## src/line_pixel_generator_macros.svh

```systemverilog
// assertion helpers shared by the line pixel generator modules
`ifndef LINE_PIXEL_GENERATOR_MACROS_SVH
`define LINE_PIXEL_GENERATOR_MACROS_SVH

// property that must hold at every clock edge outside reset
`define LPG_ASSERT(lbl, prop, msg) \
    lbl: assert property (@(posedge i_clk) disable iff (!i_rst_n) prop) \
        else $error(msg);

// consequence that must hold in the cycle after the antecedent
`define LPG_ASSERT_NEXT(lbl, ante, cons, msg) \
    lbl: assert property (@(posedge i_clk) disable iff (!i_rst_n) (ante) |=> (cons)) \
        else $error(msg);

`endif

```

## src/lpg_pkg.sv

```systemverilog
package lpg_pkg;

    // coordinate width and result limit
    localparam int COORD_BITS   = 6;
    localparam int MAX_RESULTS  = 62;
    localparam int CNT_BITS     = $clog2(MAX_RESULTS + 1);
    localparam int ERR_BITS     = COORD_BITS + 2;

    // stream payload widths, padded to whole bytes
    localparam int S_TDATA_BITS = ((4 * COORD_BITS + 7) / 8) * 8;
    localparam int M_TDATA_BITS = ((2 * COORD_BITS + 7) / 8) * 8;

    typedef logic [COORD_BITS-1:0] t_coord;

    // controller to datapath
    typedef struct packed {
        logic load;
        logic step;
    } t_cmd;

    // datapath to controller
    typedef struct packed {
        logic final_step;
        logic out_free;
    } t_stat;

endpackage

```

## src/line_pixel_generator.sv

```systemverilog
// channel   dir  signals                          payload (lowest bit up)
// request   in   i_s_tvalid/o_s_tready/i_s_tdata  start_x, end_x, start_y, end_y
// pixel     out  o_m_tvalid/i_m_tready/o_m_tdata  pixel_x, pixel_y; o_m_tlast = last_pixel
//
// a request is taken on its handshake, then the walker moves one major-axis position
// per cycle while the output stage can take a pixel, using the single bresenham step unit.
// the next request is taken the cycle after the last step.
// a pixel that waits on i_m_tready freezes the walker; no pixels are lost.
// synchronous active-low reset returns the controller to idle and empties the output stage.
module line_pixel_generator
    import lpg_pkg::*;
(
    input  logic                    i_clk,
    input  logic                    i_rst_n,
    input  logic                    i_s_tvalid,
    output logic                    o_s_tready,
    // start_x, end_x, start_y, end_y
    input  logic [S_TDATA_BITS-1:0] i_s_tdata,
    output logic                    o_m_tvalid,
    input  logic                    i_m_tready,
    // pixel_x, pixel_y, zero pad
    output logic [M_TDATA_BITS-1:0] o_m_tdata,
    output logic                    o_m_tlast
);

    t_cmd  w_cmd;
    t_stat w_stat;

    // sequencer
    lpg_ctrl u_ctrl (
        .i_clk      (i_clk),
        .i_rst_n    (i_rst_n),
        .i_s_tvalid (i_s_tvalid),
        .o_s_tready (o_s_tready),
        .i_stat     (w_stat),
        .o_cmd      (w_cmd)
    );

    // line walker and output stage
    lpg_datapath u_datapath (
        .i_clk      (i_clk),
        .i_rst_n    (i_rst_n),
        .i_cmd      (w_cmd),
        .o_stat     (w_stat),
        .i_s_tdata  (i_s_tdata),
        .i_m_tready (i_m_tready),
        .o_m_tvalid (o_m_tvalid),
        .o_m_tdata  (o_m_tdata),
        .o_m_tlast  (o_m_tlast)
    );

endmodule

```

## src/lpg_ctrl.sv

```systemverilog
module lpg_ctrl
    import lpg_pkg::*;
(
    input  logic  i_clk,
    input  logic  i_rst_n,
    input  logic  i_s_tvalid,
    output logic  o_s_tready,
    input  t_stat i_stat,
    output t_cmd  o_cmd
);

    typedef enum logic {
        ST_IDLE,
        ST_WALK
    } t_state;

    t_state r_state;
    t_state n_state;

    // next state
    always_comb begin
        n_state = r_state;
        case (r_state)
            ST_IDLE: begin
                if (i_s_tvalid) begin
                    n_state = ST_WALK;
                end
            end
            ST_WALK: begin
                if (i_stat.out_free && i_stat.final_step) begin
                    n_state = ST_IDLE;
                end
            end
            default: begin
                n_state = ST_IDLE;
            end
        endcase
    end

    // state register
    always_ff @(posedge i_clk) begin
        if (!i_rst_n) begin
            r_state <= ST_IDLE;
        end else begin
            r_state <= n_state;
        end
    end

    // commands and request handshake
    assign o_s_tready = (r_state == ST_IDLE);
    assign o_cmd.load = (r_state == ST_IDLE) && i_s_tvalid;
    assign o_cmd.step = (r_state == ST_WALK) && i_stat.out_free;

endmodule

```

## src/lpg_datapath.sv

```systemverilog
module lpg_datapath
    import lpg_pkg::*;
(
    input  logic                    i_clk,
    input  logic                    i_rst_n,
    input  t_cmd                    i_cmd,
    output t_stat                   o_stat,
    input  logic [S_TDATA_BITS-1:0] i_s_tdata,
    input  logic                    i_m_tready,
    output logic                    o_m_tvalid,
    output logic [M_TDATA_BITS-1:0] o_m_tdata,
    output logic                    o_m_tlast
);

    `include "line_pixel_generator_macros.svh"

    // endpoint fields of the incoming request
    t_coord l_sx, l_ex, l_sy, l_ey;
    t_coord l_dx, l_dy;
    t_coord l_a0, l_a1, l_b0, l_b1;
    t_coord l_p0, l_p1, l_q0, l_q1;
    t_coord l_dmaj, l_dmin;
    logic   l_steep;

    // walker state
    t_coord                      r_p, r_q, r_p1, r_q0, r_q1, r_dmaj, r_dmin;
    logic signed [ERR_BITS-1:0]  r_err;
    logic                        r_steep, r_qdir, r_first;
    logic [CNT_BITS-1:0]         r_count;

    // output stage
    logic   r_out_valid, r_out_last;
    t_coord r_px, r_py;

    // step logic
    logic signed [ERR_BITS-1:0]  l_err_sum, l_err_next;
    logic                        l_q_move, l_at_end, l_plot, l_last;
    logic                        l_q_on_line;
    t_coord                      l_q_next;
    logic [COORD_BITS:0]         l_p_inc;

    // line setup from the request
    always_comb begin
        l_sx    = i_s_tdata[COORD_BITS-1:0];
        l_ex    = i_s_tdata[2*COORD_BITS-1:COORD_BITS];
        l_sy    = i_s_tdata[3*COORD_BITS-1:2*COORD_BITS];
        l_ey    = i_s_tdata[4*COORD_BITS-1:3*COORD_BITS];
        l_dx    = (l_ex > l_sx) ? (l_ex - l_sx) : (l_sx - l_ex);
        l_dy    = (l_ey > l_sy) ? (l_ey - l_sy) : (l_sy - l_ey);
        l_steep = (l_dy > l_dx);
        l_a0    = l_steep ? l_sy : l_sx;
        l_a1    = l_steep ? l_ey : l_ex;
        l_b0    = l_steep ? l_sx : l_sy;
        l_b1    = l_steep ? l_ex : l_ey;
        // order so the major coordinate rises
        if (l_a0 > l_a1) begin
            l_p0 = l_a1;
            l_p1 = l_a0;
            l_q0 = l_b1;
            l_q1 = l_b0;
        end else begin
            l_p0 = l_a0;
            l_p1 = l_a1;
            l_q0 = l_b0;
            l_q1 = l_b1;
        end
        l_dmaj = l_p1 - l_p0;
        l_dmin = (l_q1 > l_q0) ? (l_q1 - l_q0) : (l_q0 - l_q1);
    end

    // one bresenham step along the major axis
    always_comb begin
        l_err_sum  = r_err + $signed({2'b00, r_dmin});
        l_q_move   = (l_err_sum > 0);
        l_err_next = l_q_move ? (l_err_sum - $signed({2'b00, r_dmaj})) : l_err_sum;
        l_q_next   = l_q_move ? (r_qdir ? (r_q + 1'b1) : (r_q - 1'b1)) : r_q;
        l_p_inc    = {1'b0, r_p} + 1'b1;
        l_at_end   = (r_p == r_p1) && (r_q == r_q1);
        l_plot     = !r_first && !l_at_end && (r_count < CNT_BITS'(MAX_RESULTS));
        // last when nothing can be plotted after this step
        l_last     = (r_p == r_p1)
                   || ((l_p_inc == {1'b0, r_p1}) && (l_q_next == r_q1))
                   || (r_count == CNT_BITS'(MAX_RESULTS - 1));
        // minor coordinate still between its endpoints
        l_q_on_line = r_qdir ? (r_q >= r_q0 && r_q <= r_q1)
                             : (r_q <= r_q0 && r_q >= r_q1);
    end

    // walker registers
    always_ff @(posedge i_clk) begin
        if (i_cmd.load) begin
            r_p     <= l_p0;
            r_q     <= l_q0;
            r_p1    <= l_p1;
            r_q0    <= l_q0;
            r_q1    <= l_q1;
            r_dmaj  <= l_dmaj;
            r_dmin  <= l_dmin;
            r_err   <= '0 - ERR_BITS'(l_dmaj >> 1);
            r_steep <= l_steep;
            r_qdir  <= (l_q0 < l_q1);
            r_first <= 1'b1;
            r_count <= '0;
        end else if (i_cmd.step) begin
            r_p     <= l_p_inc[COORD_BITS-1:0];
            r_q     <= l_q_next;
            r_err   <= l_err_next;
            r_first <= 1'b0;
            if (l_plot) begin
                r_count <= r_count + 1'b1;
            end
        end
    end

    // output stage valid
    always_ff @(posedge i_clk) begin
        if (!i_rst_n) begin
            r_out_valid <= 1'b0;
        end else if (i_cmd.step && l_plot) begin
            r_out_valid <= 1'b1;
        end else if (i_m_tready) begin
            r_out_valid <= 1'b0;
        end
    end

    // output stage payload, back in the original orientation
    always_ff @(posedge i_clk) begin
        if (i_cmd.step && l_plot) begin
            r_px       <= r_steep ? r_q : r_p;
            r_py       <= r_steep ? r_p : r_q;
            r_out_last <= l_last;
        end
    end

    always_comb begin
        o_m_tdata                   = '0;
        o_m_tdata[2*COORD_BITS-1:0] = {r_py, r_px};
    end

    assign o_m_tvalid        = r_out_valid;
    assign o_m_tlast         = r_out_last;
    assign o_stat.final_step = (r_p == r_p1);
    assign o_stat.out_free   = !r_out_valid || i_m_tready;

    `LPG_ASSERT(a_step_free, i_cmd.step |-> o_stat.out_free, "step into a full output stage")
    `LPG_ASSERT_NEXT(a_plot_shown, i_cmd.step && l_plot, r_out_valid, "pixel not presented")
    `LPG_ASSERT(a_q_range, i_cmd.step |-> l_q_on_line, "minor coordinate left the line")
    `LPG_ASSERT(a_count_cap, i_cmd.step |-> (r_count <= CNT_BITS'(MAX_RESULTS)), "count over limit")

endmodule

```

## config.mk

```make
export PLATFORM = sky130hd
export DESIGN_NAME = line_pixel_generator
export DESIGN_NICKNAME = d
export VERILOG_FILES = /design/src/lpg_pkg.sv /design/src/line_pixel_generator.sv /design/src/lpg_ctrl.sv /design/src/lpg_datapath.sv
export VERILOG_INCLUDE_DIRS = /design/src /design/src/src
export SDC_FILE = /design/constraint.sdc
export NUM_CORES = 1
export LEC_CHECK = 0
export ABC_CLOCK_PERIOD_IN_PS = 12550
export BUFFER_PORTS_ARGS = -buffer_cell sky130_fd_sc_hd__buf_2
export CORE_MARGIN = 4
export CORE_UTILIZATION = 30
export CTS_CLUSTER_DIAMETER = 150
export DETAILED_ROUTE_END_ITERATION = 10
export GPL_ROUTABILITY_DRIVEN = 1
export MAX_ROUTING_LAYER = met4
export PLACE_DENSITY = 0.57
export SYNTH_ARGS = -nofsm -noshare
export SYNTH_HDL_FRONTEND = slang
export SYNTH_SLANG_ARGS = --single-unit
```

## constraint.sdc

```tcl
create_clock -name i_clk -period 12.55 [get_ports i_clk]
set_clock_uncertainty 0.2 [all_clocks]
set_input_delay 0.6275 -clock i_clk [delete_from_list [all_inputs] [get_ports i_clk]]
set_output_delay 0.6275 -clock i_clk [all_outputs]
set_load 0.02 [all_outputs]
```

==> impl_metrics.tcl <==
set metrics [dict create \
    nNetsFinal 828 \
    grt_start_max_net_pins 54 \
    synthArstFlopShare_pct 0 \
    antenna_left 0 \
    fin_crit_ps 10150 \
    hold_path.class "reg2reg" \
    path_class "in2reg" \
    vias 5057 \
    synth_area_sq_mm 0.00658 \
    crit_required_ps 12430 \
    clockBufferDepth 2 \
    timing.rr.end "u_datapath.o_m_tlast" \
    hold_viol 0 \
    core-area_sq_mm 0.0213 \
    worstPathArrival_ps 10030 \
    die_w_um 156 \
    drc 0 \
    cts_tree "built" \
    critPathSlowestCell "a21oi_4" \
    die_h_um 156 \
    grt_antenna_before_repair 0 \
    wl_per_cell_um 16.1 \
    relSlewSlack_pct 31.9 \
    fp-row-count 53 \
    fin_setup_tns_ps 0 \
    path_clk_slew_ps 60 \
    finalWirelength_um 16200 \
    dp_hpwl_um 12800 \
    r2r_start "u_datapath.r_err[0]" \
    numClockSinks 68 \
    maxCapViolations 0 \
    endpoint "u_datapath.r_dmin[5]" \
    globalplace.congestion 0.945 \
    ys_ff_latch 68 \
    hold_ws_ps 272 \
    slew_violations 0 \
    via_per_inst 5.03 \
    crit_fanout 36 \
    worst_pin_slew_ps 1020 \
    status "finished clean" \
    startpoint "i_s_tdata[18]" \
    drt-initial-drc-count 384 \
    rsz0062_at_grt "false" \
    setup_viol_count_final 0 \
    synth_top_area_cell "edfxtp_1" \
    grt_pass1_wl_um 26400 \
    dr.pass1.iters 5 \
    slowest_delay_ps 860 \
    grt_usage_pct 13.9 \
    start_util_pct 30.9 \
    path_buf_inv 6 \
    path_delay_family "compound AO/OA/AOI/OAI gates" \
    cts_buffers 9 \
    overflow 0 \
    io_pins 47 \
    postSynthCellCount 689 \
    rr_worst_depth 14 \
    root_buffer "clkbuf_16" \
    fin_crit_sh_pct 80.9 \
    postSynthAreaPerCell_sq_um 9.55 \
    grt_pass1_vias 4992 \
    startpoint_type "input pin" \
    cts_resized 0 \
    yosysTopAreaCellShare_pct 26.9 \
    yosysWarnings 0 \
    area_delta_synth_final_pct 11.5 \
    synthDistinctLibCells 72 \
    synth_area_leaders "edfxtp_1 27%, ha_1 12%, mux2i_1 9.4%" \
    dieArea_sq_mm 0.0244 \
    portBuffers 42 \
    cp.depth 42 \
    ctsHtreeMaxLevel 3 \
    synth_edf_count 59 \
    postCtsSetupBuffers 0 \
    synth_ff_type "edfxtp_1" \
    diodes 0 \
    endpoint_kind "register" \
    synth-seq-area-share_pct 29.7 \
    clkLatencyLatePin_ps 330 \
    drive_gt1_share_pct 12.0 \
    fmax_mhz 98.5 \
    cts-hold-fix-buffers 0 \
    r2r_slack_ps 8440 \
]
## state kept, by name (all words and copies together), names as in the netlist
signal,cells
u_ctrl.r_state,1
u_datapath.o_m_tlast,1
u_datapath.o_m_tvalid,1
u_datapath.r_count,6
u_datapath.r_dmaj,6
u_datapath.r_dmin,6
u_datapath.r_err,8
u_datapath.r_first,1
u_datapath.r_p,6
u_datapath.r_p1,6
u_datapath.r_px,6
u_datapath.r_py,6
u_datapath.r_q,6
u_datapath.r_q1,6
u_datapath.r_qdir,1
u_datapath.r_steep,1
## cells by family after synthesis
family | synth area share, %
adders and majority gates | 16.0
xor gates and xnor gates | 8.24
AOI/OAI and AO/OA | 17.9
buffers and inverters | 6.18
and+or+nand+nor | 9.89
other | 0.0570
muxes | 12.0
DFF | 29.7
## cells in the final DEF, fill, tap and decap left out, types with 4 or more instances in the layout
cell type and instances:
mux2i_1 62, xnor2_1 36, nand2_1 45, nand3_1 6, dfxtp_1 9, o21bai_1 9
buf_4 4, ha_1 65, nor2_1 35, nor2b_1 10, maj3_1 5, mux2_2 13
fa_1 9, inv_1 76, xor2_1 24, a21o_1 30, edfxtp_1 59, and4_1 5
a21oi_1 37, clkbuf_16 9, buf_2 42, nand4_1 5, nor3_1 15, conb_1 4
o21ai_0 27, a31oi_1 9, a211oi_1 9
## worst min-delay path by stage
stage                                      from                     to  slack, ps  depth (start not counted)
after floorplan           u_datapath.r_count[5]  u_datapath.r_count[5]        230                          2
after global placement    u_datapath.r_count[5]  u_datapath.r_count[5]        250                          2
after detailed placement  u_datapath.r_count[5]  u_datapath.r_count[5]        260                          2
after CTS                 u_datapath.r_count[5]  u_datapath.r_count[5]        270                          2
after global routing      u_datapath.r_count[5]  u_datapath.r_count[5]        300                          2
final                     u_datapath.r_count[5]  u_datapath.r_count[5]        270                          2
## layer usage
layer / part of all wire, % / wire length [um] / vias to the layer above / GRT usage [%]
li1: - / - / 2547 / -
met1: 48 / 7840 / 2343 / 18.9
met2: 45 / 7310 / 141 / 21.4
met3: 4.2 / 681 / 26 / 2.02
met4: 2.2 / 350 / 0 / 4.67
met5: 0 / 0 / - / -
## synth_stat cells (9+ instances only)
cell	count
clkbuf_1	10
o21ai_0	27
edfxtp_1	59
nand2_1	45
nor2_1	35
xor2_1	24
a211oi_1	9
o21bai_1	9
a31oi_1	9
fa_1	9
ha_1	65
a21oi_1	37
dfxtp_1	9
mux2i_1	62
nor3_1	15
a21o_1	30
nor2b_1	10
xnor2_1	36
mux2_2	13
inv_1	76
## final cells by class
class,count,area [sq um]
Fill cell,2138,14000
Timing Repair Buffer,46,240
Inverter,79,299
Clock buffer,12,236
Multi-Input combinational cell,522,4240
Sequential cell,68,1950
Clock inverter,4,26.3
Tap cell,275,344
## worst reg2reg max path, cell delays in order, from the launching register on
cell and delay, ps:
edfxtp_1 380, ha_1 240, fa_1 420, a21oi_1 180
nor2_1 60, nor2_1 150, o21bai_1 90, a21oi_1 180
xnor2_1 180, o311ai_4 300, buf_4 310, mux2i_1 160
or4_1 550, or4_1 460, nand3_1 120
## per-stage QoR
step | cell area [sq um] | instances | util [%] | setup slack (ps)
after global placement | 7070 | 990 | 33.2 | 2210
after floorplan | 6590 | 692 | - | 2790
after detailed placement | 7070 | 990 | 33.2 | 2230
after CTS | 7330 | 1006 | 34.5 | 2510
final | 7330 | 1006 | 34.5 | 2400
after global routing | 7330 | 1006 | 34.5 | 1560
Power is left out: the tool's default activity adds up to more than one toggle a clock period on the data nets, which glitch-free logic cannot reach.
